===== src/sv/ttt_pkg.sv =====
`timescale 1ns / 1ps
package ttt_pkg;
   localparam int NUM_SLOTS_DEF = 16;
   localparam int MAX_RESULTS = 16;
   localparam logic [31:0] TIME_MAX = 32'hFFFF_FFFF;

   typedef enum logic [1:0] {
      OP_TICK = 2'd0, OP_ADD = 2'd1, OP_RM_CB = 2'd2, OP_RM_ALL = 2'd3
   } op_type;

   typedef enum logic [2:0] {
      KIND_FIRED = 3'd0, KIND_ADDED = 3'd1, KIND_FULL = 3'd2,
      KIND_MALFORMED = 3'd3, KIND_REMOVED = 3'd4
   } kind_type;

   localparam int F_ABS = 0;
   localparam int F_OFS = 1;
   localparam int F_RPT = 2;
   localparam int F_1HZ = 3;
   localparam int F_FROM_DUE = 4;
   localparam int F_FROM_NOW = 5;
   localparam int F_ARG = 6;

   typedef struct packed {
      logic [1:0]  op;
      logic [31:0] now_seconds;
      logic [31:0] time_value;
      logic [31:0] repeat_interval;
      logic [6:0]  mode_flags;
      logic [15:0] callback_id;
      logic [15:0] arg_id;
      logic [7:0]  user_id;
   } req_type;

   typedef struct packed {
      logic [2:0]  kind;
      logic [3:0]  slot_index;
      logic [15:0] fired_callback;
      logic [15:0] fired_arg;
      logic        pass_arg;
      logic [4:0]  removed_count;
      logic        last;
   } rsp_type;

   // one stored task, all fields in one memory word
   typedef struct packed {
      logic [31:0] due;
      logic [31:0] interval;
      logic [6:0]  flags;
      logic [15:0] cb;
      logic [15:0] arg;
      logic [7:0]  user;
   } entry_type;

   function automatic logic [31:0] sat_add(input logic [31:0] a, input logic [31:0] b);
      logic [32:0] s;
      s = {1'b0, a} + {1'b0, b};
      return s[32] ? TIME_MAX : s[31:0];
   endfunction
endpackage


===== src/sv/ttt_req_if.sv =====
`timescale 1ns / 1ps
interface ttt_req_if;
   import ttt_pkg::*;
   logic    valid;
   logic    ready;
   req_type payload;
   modport source (output valid, output payload, input ready);
   modport sink (input valid, input payload, output ready);
endinterface


===== src/sv/ttt_rsp_if.sv =====
`timescale 1ns / 1ps
interface ttt_rsp_if;
   import ttt_pkg::*;
   logic    valid;
   logic    ready;
   rsp_type payload;
   modport source (output valid, output payload, input ready);
   modport sink (input valid, input payload, output ready);
endinterface


===== src/sv/ttt_store.sv =====
`timescale 1ns / 1ps
module ttt_store #(
   parameter int NUM_SLOTS = ttt_pkg::NUM_SLOTS_DEF,
   localparam int IW = (NUM_SLOTS > 1) ? $clog2(NUM_SLOTS) : 1
) (
   input  logic                clock,
   input  logic [IW-1:0]       rd_addr,
   output ttt_pkg::entry_type  rd_data,
   input  logic                wr_en,
   input  logic [IW-1:0]       wr_addr,
   input  ttt_pkg::entry_type  wr_data
);
   import ttt_pkg::*;

   entry_type mem [NUM_SLOTS];

   // one write port, registered read
   always_ff @(posedge clock) begin
      if (wr_en) begin
         mem[wr_addr] <= wr_data;
      end
      rd_data <= mem[rd_addr];
   end
endmodule


===== src/sv/timed_task_table.sv =====
`timescale 1ns / 1ps
// channel | dir | payload
// req     | in  | op, now_seconds, time_value, repeat_interval, mode_flags, ids
// rsp     | out | kind, slot_index, fired_callback, fired_arg, pass_arg, count, last
// csr     | in  | full_policy (write only)
// one transaction at a time. tick and remove walk the slot memory one slot a
// cycle while no output stall holds them, reading each slot through the registered
// memory read. a tick on a repeated second does not walk. reset clears valid bits,
// last tick second and full_policy; the memory needs no clearing. a stalled result
// holds the walk at the next due slot.
module timed_task_table #(
   parameter int NUM_SLOTS = ttt_pkg::NUM_SLOTS_DEF
) (
   input  logic       clock,
   input  logic       reset,
   ttt_req_if.sink    req,
   ttt_rsp_if.source  rsp,
   input  logic       csr_we,
   input  logic       csr_wdata
);
   import ttt_pkg::*;

   localparam int IW = (NUM_SLOTS > 1) ? $clog2(NUM_SLOTS) : 1;
   localparam int CW = $clog2(MAX_RESULTS + 1);

   typedef enum logic [3:0] {
      ST_IDLE = 4'b0001, ST_WALK = 4'b0010, ST_OUT = 4'b0100, ST_LAST = 4'b1000
   } state_type;

   state_type           state_ff, state_in;
   req_type             cur_ff, cur_in;
   logic [NUM_SLOTS-1:0] valid_ff, valid_in;
   logic [31:0]         last_tick_ff, last_tick_in;
   logic                policy_ff;
   logic [IW-1:0]       idx_ff, idx_in;
   logic                rd_pend_ff, rd_pend_in;
   logic [IW:0]         cnt_ff, cnt_in;
   logic [CW-1:0]       fired_ff, fired_in;
   logic                hold_ff, hold_in;
   rsp_type             hold_data_ff, hold_data_in;
   logic                rsp_valid_ff, rsp_valid_in;
   rsp_type             rsp_data_ff, rsp_data_in;

   logic [IW-1:0] rd_addr;
   entry_type     rd_data, wr_data;
   logic          wr_en;
   logic [IW-1:0] wr_addr;

   ttt_store #(.NUM_SLOTS(NUM_SLOTS)) u_store (
      .clock(clock), .rd_addr(rd_addr), .rd_data(rd_data),
      .wr_en(wr_en), .wr_addr(wr_addr), .wr_data(wr_data)
   );

   assign req.ready   = (state_ff == ST_IDLE) && !rsp_valid_ff;
   assign rsp.valid   = rsp_valid_ff;
   assign rsp.payload = rsp_data_ff;

   logic          out_free;
   logic [IW-1:0] free_slot;
   logic          have_free;
   logic          due_hit, rm_hit;
   logic [31:0]   new_due;
   entry_type     upd;
   logic          keep;
   logic          idx_last;
   logic [31:0]   add_due;

   assign out_free = !rsp_valid_ff || rsp.ready;
   assign idx_last = (idx_ff == IW'(NUM_SLOTS - 1));

   // first free slot search over valid bits
   always_comb begin
      free_slot = '0;
      have_free = 1'b0;
      for (int i = NUM_SLOTS - 1; i >= 0; i--) begin
         if (!valid_ff[i]) begin
            free_slot = IW'(i);
            have_free = 1'b1;
         end
      end
   end

   // per slot evaluation of the entry read last cycle, and the due time of a new add
   always_comb begin
      due_hit = valid_ff[idx_ff] && (rd_data.due <= cur_ff.now_seconds);
      rm_hit  = valid_ff[idx_ff] && (rd_data.cb == cur_ff.callback_id) &&
                ((cur_ff.op != OP_RM_ALL) ||
                 (rd_data.user == cur_ff.user_id && rd_data.arg == cur_ff.arg_id));
      upd  = rd_data;
      keep = rd_data.flags[F_RPT];
      new_due = rd_data.due;
      if (rd_data.flags[F_1HZ]) begin
         new_due = rd_data.due;
      end else if (rd_data.interval == 32'd1) begin
         upd.flags[F_1HZ] = 1'b1;
      end else if (rd_data.flags[F_FROM_DUE]) begin
         new_due = sat_add(rd_data.due, rd_data.interval);
      end else if (rd_data.flags[F_FROM_NOW]) begin
         new_due = sat_add(cur_ff.now_seconds, rd_data.interval);
      end
      upd.due = new_due;
      add_due = req.payload.mode_flags[F_ABS] ? req.payload.time_value :
                sat_add(req.payload.now_seconds, req.payload.time_value);
   end

   // sequencer
   always_comb begin
      state_in     = state_ff;
      cur_in       = cur_ff;
      valid_in     = valid_ff;
      last_tick_in = last_tick_ff;
      idx_in       = idx_ff;
      rd_pend_in   = 1'b0;
      cnt_in       = cnt_ff;
      fired_in     = fired_ff;
      hold_in      = hold_ff;
      hold_data_in = hold_data_ff;
      rsp_valid_in = rsp_valid_ff && !rsp.ready;
      rsp_data_in  = rsp_data_ff;
      rd_addr      = idx_ff;
      wr_en        = 1'b0;
      wr_addr      = idx_ff;
      wr_data      = upd;
      unique case (state_ff)
         ST_IDLE: begin
            if (req.valid && req.ready) begin
               cur_in   = req.payload;
               idx_in   = '0;
               cnt_in   = '0;
               fired_in = '0;
               hold_in  = 1'b0;
               rd_addr  = '0;
               rsp_data_in = '0;
               rsp_data_in.last = 1'b1;
               priority if (req.payload.op == OP_TICK) begin
                  if (req.payload.now_seconds != last_tick_ff) begin
                     last_tick_in = req.payload.now_seconds;
                     rd_pend_in   = 1'b1;
                     state_in     = ST_WALK;
                  end
               end else if (req.payload.op == OP_ADD) begin
                  rsp_valid_in = 1'b1;
                  if (!req.payload.mode_flags[F_ABS] && !req.payload.mode_flags[F_OFS]) begin
                     rsp_data_in.kind = KIND_MALFORMED;
                  end else if (!have_free && !policy_ff) begin
                     rsp_data_in.kind = KIND_FULL;
                  end else begin
                     wr_en   = 1'b1;
                     wr_addr = have_free ? free_slot : IW'(NUM_SLOTS - 1);
                     wr_data.due      = add_due;
                     wr_data.interval = req.payload.mode_flags[F_RPT] ?
                                        req.payload.repeat_interval : 32'd0;
                     wr_data.flags    = req.payload.mode_flags;
                     wr_data.cb       = req.payload.callback_id;
                     wr_data.arg      = req.payload.arg_id;
                     wr_data.user     = req.payload.user_id;
                     valid_in[wr_addr] = 1'b1;
                     rsp_data_in.kind  = KIND_ADDED;
                     rsp_data_in.slot_index = 4'(wr_addr);
                  end
               end else begin
                  rd_pend_in = 1'b1;
                  state_in   = ST_WALK;
               end
            end
         end
         ST_WALK: begin
            // rd_data holds slot idx_ff when rd_pend_ff
            if (rd_pend_ff) begin
               if (cur_ff.op == OP_TICK) begin
                  if (due_hit && (fired_ff != CW'(MAX_RESULTS))) begin
                     if (!hold_ff || out_free) begin
                        // emit previous held fire, hold this one
                        if (hold_ff) begin
                           rsp_valid_in = 1'b1;
                           rsp_data_in  = hold_data_ff;
                        end
                        hold_in = 1'b1;
                        hold_data_in = '0;
                        hold_data_in.kind = KIND_FIRED;
                        hold_data_in.slot_index = 4'(idx_ff);
                        hold_data_in.fired_callback = rd_data.cb;
                        hold_data_in.fired_arg = rd_data.arg;
                        hold_data_in.pass_arg = rd_data.flags[F_ARG];
                        fired_in = fired_ff + CW'(1);
                        if (keep) begin
                           wr_en = 1'b1;
                        end else begin
                           valid_in[idx_ff] = 1'b0;
                        end
                        if (idx_last) state_in = ST_LAST;
                        else begin
                           idx_in = idx_ff + IW'(1);
                           rd_addr = idx_in;
                           rd_pend_in = 1'b1;
                        end
                     end else begin
                        rd_pend_in = 1'b1;
                     end
                  end else begin
                     if (idx_last) state_in = ST_LAST;
                     else begin
                        idx_in = idx_ff + IW'(1);
                        rd_addr = idx_in;
                        rd_pend_in = 1'b1;
                     end
                  end
               end else begin
                  if (rm_hit) begin
                     valid_in[idx_ff] = 1'b0;
                     cnt_in = cnt_ff + (IW+1)'(1);
                  end
                  if (idx_last) state_in = ST_OUT;
                  else begin
                     idx_in = idx_ff + IW'(1);
                     rd_addr = idx_in;
                     rd_pend_in = 1'b1;
                  end
               end
            end else begin
               rd_pend_in = 1'b1;
            end
         end
         ST_OUT: begin
            if (out_free) begin
               rsp_valid_in = 1'b1;
               rsp_data_in  = '0;
               rsp_data_in.kind = KIND_REMOVED;
               rsp_data_in.removed_count = 5'(cnt_ff);
               rsp_data_in.last = 1'b1;
               state_in = ST_IDLE;
            end
         end
         ST_LAST: begin
            if (!hold_ff) begin
               state_in = ST_IDLE;
            end else if (out_free) begin
               rsp_valid_in = 1'b1;
               rsp_data_in  = hold_data_ff;
               rsp_data_in.last = 1'b1;
               hold_in  = 1'b0;
               state_in = ST_IDLE;
            end
         end
         default: state_in = ST_IDLE;
      endcase
   end

   always_ff @(posedge clock) begin
      if (reset) begin
         state_ff     <= ST_IDLE;
         valid_ff     <= '0;
         last_tick_ff <= '0;
         policy_ff    <= 1'b0;
         rsp_valid_ff <= 1'b0;
         hold_ff      <= 1'b0;
         rd_pend_ff   <= 1'b0;
      end else begin
         state_ff     <= state_in;
         valid_ff     <= valid_in;
         last_tick_ff <= last_tick_in;
         rsp_valid_ff <= rsp_valid_in;
         hold_ff      <= hold_in;
         rd_pend_ff   <= rd_pend_in;
         if (csr_we) policy_ff <= csr_wdata;
      end
   end

   always_ff @(posedge clock) begin
      cur_ff       <= cur_in;
      idx_ff       <= idx_in;
      cnt_ff       <= cnt_in;
      fired_ff     <= fired_in;
      hold_data_ff <= hold_data_in;
      rsp_data_ff  <= rsp_data_in;
   end

   // checks
   a_ready_idle: assert property (@(posedge clock) disable iff (reset)
      req.ready |-> state_ff == ST_IDLE)
      else $error("ready outside idle");
   a_onehot: assert property (@(posedge clock) disable iff (reset)
      $onehot(state_ff))
      else $error("state not one-hot");
   a_hold_walk: assert property (@(posedge clock) disable iff (reset)
      hold_ff |-> (state_ff == ST_WALK || state_ff == ST_LAST))
      else $error("held fire outside tick walk");
   a_rsp_stable: assert property (@(posedge clock) disable iff (reset)
      rsp.valid && !rsp.ready |=> $stable(rsp.payload))
      else $error("result changed under stall");
endmodule


===== src/flat_wrapper.sv =====
// flat-port wrapper written by rule: the top's interface ports become plain ports
module timed_task_table_flat import ttt_pkg::*;
#(
   parameter int NUM_SLOTS = ttt_pkg::NUM_SLOTS_DEF
)
  (clock, reset, csr_we, csr_wdata, req_valid, req_payload, req_ready, rsp_valid, rsp_payload, rsp_ready);
  ttt_req_if req_i ();
  ttt_rsp_if rsp_i ();
  input  logic clock;
  input  logic reset;
  input  logic csr_we;
  input  logic csr_wdata;
  input wire logic [$bits(req_i.valid)-1:0] req_valid;
  input wire logic [$bits(req_i.payload)-1:0] req_payload;
  output wire logic [$bits(req_i.ready)-1:0] req_ready;
  output wire logic [$bits(rsp_i.valid)-1:0] rsp_valid;
  output wire logic [$bits(rsp_i.payload)-1:0] rsp_payload;
  input wire logic [$bits(rsp_i.ready)-1:0] rsp_ready;
  assign req_i.valid = req_valid;
  assign req_i.payload = req_payload;
  assign req_ready = req_i.ready;
  assign rsp_valid = rsp_i.valid;
  assign rsp_payload = rsp_i.payload;
  assign rsp_i.ready = rsp_ready;
  timed_task_table #(.NUM_SLOTS(NUM_SLOTS)) u_core (.clock(clock), .reset(reset), .req(req_i), .rsp(rsp_i), .csr_we(csr_we), .csr_wdata(csr_wdata));
endmodule

===== config.mk =====
export PLATFORM = sky130hd
export DESIGN_NAME = timed_task_table_flat
export DESIGN_NICKNAME = d
export VERILOG_FILES = /design/src/sv/ttt_pkg.sv /design/src/sv/ttt_req_if.sv /design/src/sv/ttt_rsp_if.sv /design/src/sv/ttt_store.sv /design/src/sv/timed_task_table.sv /design/src/flat_wrapper.sv
export SDC_FILE = /design/constraint.sdc
export NUM_CORES = 2
export LEC_CHECK = 0
export BUFFER_PORTS_ARGS = -buffer_cell sky130_fd_sc_hd__buf_2
export CAP_MARGIN = 20
export CELL_PAD_IN_SITES_DETAIL_PLACEMENT = 1
export CELL_PAD_IN_SITES_GLOBAL_PLACEMENT = 2
export CORE_MARGIN = 2
export CORE_UTILIZATION = 42
export CTS_BUF_LIST = sky130_fd_sc_hd__clkbuf_4 sky130_fd_sc_hd__clkbuf_8
export CTS_CLUSTER_SIZE = 12
export DETAILED_ROUTE_END_ITERATION = 6
export GPL_TIMING_DRIVEN = 0
export PLACE_DENSITY = 0.79
export SETUP_SLACK_MARGIN = 0.05
export SYNTH_ARGS = -nofsm -noshare
export SYNTH_HDL_FRONTEND = slang
export SYNTH_SLANG_ARGS = --single-unit

===== constraint.sdc =====
create_clock -name clock -period 10.1 [get_ports clock]
set_input_delay 2.02 -clock clock [delete_from_list [all_inputs] [get_ports clock]]
set_output_delay 2.02 -clock clock [all_outputs]
set_load 0.02 [all_outputs]

==> reports/metrics.csv <==
stage,metric,value,unit
yosys,"Seq/Total Area, Yosys",66.4,%
critical_path,Crit Reg-Reg Endpoint,u_core.u_store.mem[2][5]$_DFFE_PP_,
hold_path,worst hold path depth,0,
critical_path,Worst Setup Start Kind,flip-flop,
drt,DR iter-0 viols,6412,
timing,Fin Hold WS,469,ps
clocking,cts hold-fix bufs,0,
floorplan,core region area,0.217,sq mm
drt,DR DRC count,0,
status,status,completed,
yosys,Yosys top cell by area,edfxtp_1,
critical_path,worst-path fanout max,47,
drt,DR WL/cell,30.2,um
clocking,Clock Tree Root,clkbuf_8,
layout,layout net count,7760,
critical_path,reg2reg start,u_core.state_ff[2]$_SDFFE_PP0P_,
yosys,Post-Synthesis Cells,6793,
yosys,Syn Area/Cell,13.5,sq um
power_and_ir_drop,cell area power density,241,mW/mm^2
critical_path,r2r worst-path depth,15,
floorplan,Die W,471,um
power_and_ir_drop,Final Total Pwr,25.4,mW
grt,vias in the first global route,67400,
clocking,Post-CTS Setup Repair Bufs,0,
grt,antenna violations before repair,21,
hold_path,worst hold endpoint,u_core.hold_data_ff[6]$_DFFE_PP_,
layout,FILL cells,21900,
yosys,Synth Cell Area,0.0915,sq mm
grt,largest net degree at the start of global routing,48,
critical_path,reg2reg setup slack,2910,ps
yosys,library cells used by synthesis,92,
drt,"antenna viol nets, final",0,
grt,total global-route track usage,28.2,%
critical_path,critical path arrival,7910,ps
power_and_ir_drop,Pleak,36.9,nW
timing,Finish-stage setup viols,0,
clocking,Num CTS Buffers,359,
floorplan,Initial Utilization,42.2,%
flow_run,max-cap violation count,0,
hold_path,Hold Crit Class,flip-flop to flip-flop,
floorplan,die height,471,um
clocking,htree depth,5,
floorplan,Die ar.,0.222,sq mm
clocking,CTS tree,done,
floorplan,IO Count,199,
critical_path,kind of critical path,flip-flop to flip-flop,
place,DP HPWL,230,mm
yosys,top-count cell post-synth,edfxtp_1,
clocking,"Clk pin slew, worst setup/hold paths",60,ps
timing,fin worst setup slack,2910,ps
drt,via count,64600,
critical_path,Crit path largest cell delay,840,ps
timing,Max Freq,139,MHz
timing,Hold Fails Final Rpt,0,
clocking,# resized after CTS,0,
grt,"Remaining Overflow, GRT",0,
place,DP Cell Count,9961,
yosys,Area contributors post-synth,"edfxtp_1 (63%), mux2i_1 (4.0%), o211ai_1 (3.7%), dfxtp_1 (3.7%), o21ai_0 (2.4%)",
place,GPL Wtd Cong,0.881,
timing,RSZ-0062 raised after global routing,no,
place,Port Buffers,196,
place,"worst slack, placed",2420,ps
yosys,Post-synth EDFFs,1911,
floorplan,Site Rows,171,
yosys,Synth Register Bits,2080,
grt,first-pass GRT wire length,461,mm
timing,clk_skew,74.3,ps
timing,max-slew headroom at the worst pin,17.9,%
yosys,Yosys Warn Count,0,
power_and_ir_drop,VDD IR max,111,uV
clocking,worst-skew pair later-pin latency,1100,ps
critical_path,"slowest stage cell, crit path",nor2_4,
timing,crit path time final,7190,ps
yosys,Synthesized Nets,7082,
critical_path,Critical Path End Type,flip-flop,
layout,Area growth syn-to-layout,15.1,%
critical_path,"Data required, critical path",10820,ps
drt,First-pass DRT Iterations,6,
layout,share of layout cells above drive strength 1,14.3,%
yosys,"Top FF cell, synth",edfxtp_1,
yosys,top cell type's share of synthesized area,62.7,%
timing,Slew @ Worst Pin,1230,ps
drt,routed vias/inst,6.09,
clocking,Max Root-Sink Buffers,4,
layout,non-filler instance count after layout,10600,
yosys,asr flop ratio synth,0,%
yosys,Post-synth top cells,"edfxtp_1 (1911), nand2_1 (493), o211ai_1 (454), clkbuf_1 (443), o21ai_0 (440)",
critical_path,crit-path cells,clkbuf_1 -> nor4b_2 -> nor2b_1 -> nand2_1 -> clkinv_4 -> buf_16 -> nand3_1 -> or2_2 -> clkbuf_1 -> clkbuf_2 -> a21oi_1 -> nand2_1 -> nor2_4 -> buf_12 -> buf_12,
drt,final WL,320,mm
timing,fin crit share,71.2,%
clocking,clock sinks,2080,
timing,"Slew Viols, Final",0,
hold_path,hold path start,u_core.u_store.rd_data[46]$_DFF_P_,
## per-layer routing
metal	vias up	GRT usage (%)	wire length, um
met2	2523	45.7	150000
met1	33100	36.6	131000
met3	559	6.00	24900
met4	8	12.5	14600
met5	-	0	47
li1	28400	-	-
## worst max path at each step
stage                               startpoint                             endpoint  slack, ps  cells after the start
2_1_floorplan                        req_valid   u_core.u_store.mem[8][0]$_DFFE_PP_       -290                      8
3_3_place_gp                         req_valid  u_core.u_store.mem[8][16]$_DFFE_PP_      -9030                      9
3_5_place_dp                         req_valid  u_core.u_store.mem[3][14]$_DFFE_PP_       2420                     13
4_1_cts        u_core.state_ff[2]$_SDFFE_PP0P_   u_core.u_store.mem[3][5]$_DFFE_PP_       2930                     15
5_1_grt        u_core.state_ff[2]$_SDFFE_PP0P_   u_core.u_store.mem[2][4]$_DFFE_PP_       2620                     15
6_report       u_core.state_ff[2]$_SDFFE_PP0P_   u_core.u_store.mem[2][5]$_DFFE_PP_       2910                     15
## registers in the layout, summed over array words and instances, names as in the netlist
name	cells
u_core.u_store.mem	1744
u_core.hold_data_ff	37
u_core.cnt_ff	5
u_core.hold_ff	1
u_core.rsp.valid	1
u_core.valid_ff	16
u_core.policy_ff	1
u_core.cur_ff	74
u_core.idx_ff	4
u_core.state_ff	4
u_core.u_store.rd_data	109
u_core.rd_pend_ff	1
u_core.last_tick_ff	32
u_core.rsp.payload	46
u_core.fired_ff	5
## layout by cell type (no fill, tap or decap), types with 126 or more instances in the layout
cell type	count
o211ai_1	454
nor2b_1	126
edfxtp_1	1911
nand2_1	493
nand3_1	174
a21oi_1	322
mux2i_1	364
ha_1	135
clkbuf_1	434
dfxtp_1	169
o21ai_0	419
a211oi_1	128
clkbuf_8	392
buf_2	279
## cell families (layout without fill, tap and decap cells)
kind of cell / count (synthesis) / after routing / share of synthesized area, %
compound gates: 2154 / 2154 / 16.7
xor+xnor: 153 / 153 / 1.46
fa+ha+maj: 138 / 138 / 1.91
buf+inv: 652 / 1597 / 2.89
flops: 2080 / 2080 / 66.4
mux: 372 / 372 / 4.13
other cells: 0 / 5 / 0
simple gates: 1244 / 1244 / 6.55
## power by group
| group | internal, mW | switching [mW] | total [mW] |
|---|---|---|---|
| clock | 4.24 | 3.51 | 7.75 |
| sequential | 10.6 | 0.415 | 11.1 |
| combinational | 1.89 | 4.71 | 6.60 |
| total | 16.8 | 8.63 | 25.4 |
## area by class of cell
class | count | area (sq um) | area share, %
Antenna cell | 5 | 12.5 | 0.0119
Tap cell | 2854 | 3570 | 3.39
Multi-Input combinational cell | 4061 | 28300 | 26.9
Clock buffer | 515 | 6320 | 6.00
Timing Repair Buffer | 317 | 2960 | 2.81
Inverter | 81 | 309 | 0.293
Sequential cell | 2080 | 60800 | 57.7
Buffer | 571 | 2350 | 2.23
Clock inverter | 113 | 774 | 0.735
## per-stage QoR
stage	cell area (sq um)	setup TNS (ps)	utilization, %
5_1_grt	105000	0	48.6
6_report	105000	0	48.6
4_1_cts	105000	0	48.5
2_1_floorplan	91500	-425550	-
3_3_place_gp	96100	-	44.3
3_5_place_dp	98200	0	45.3
## worst max-delay path: cells and delay by family, from the launching register on
family	cells	cell delay, ps
AND/OR/NAND/NOR	7	3570
buffers and inverters	7	2420
AO/OA/AOI/OAI	1	420
flip-flops	1	290
(Power assumes the default switching activity.)
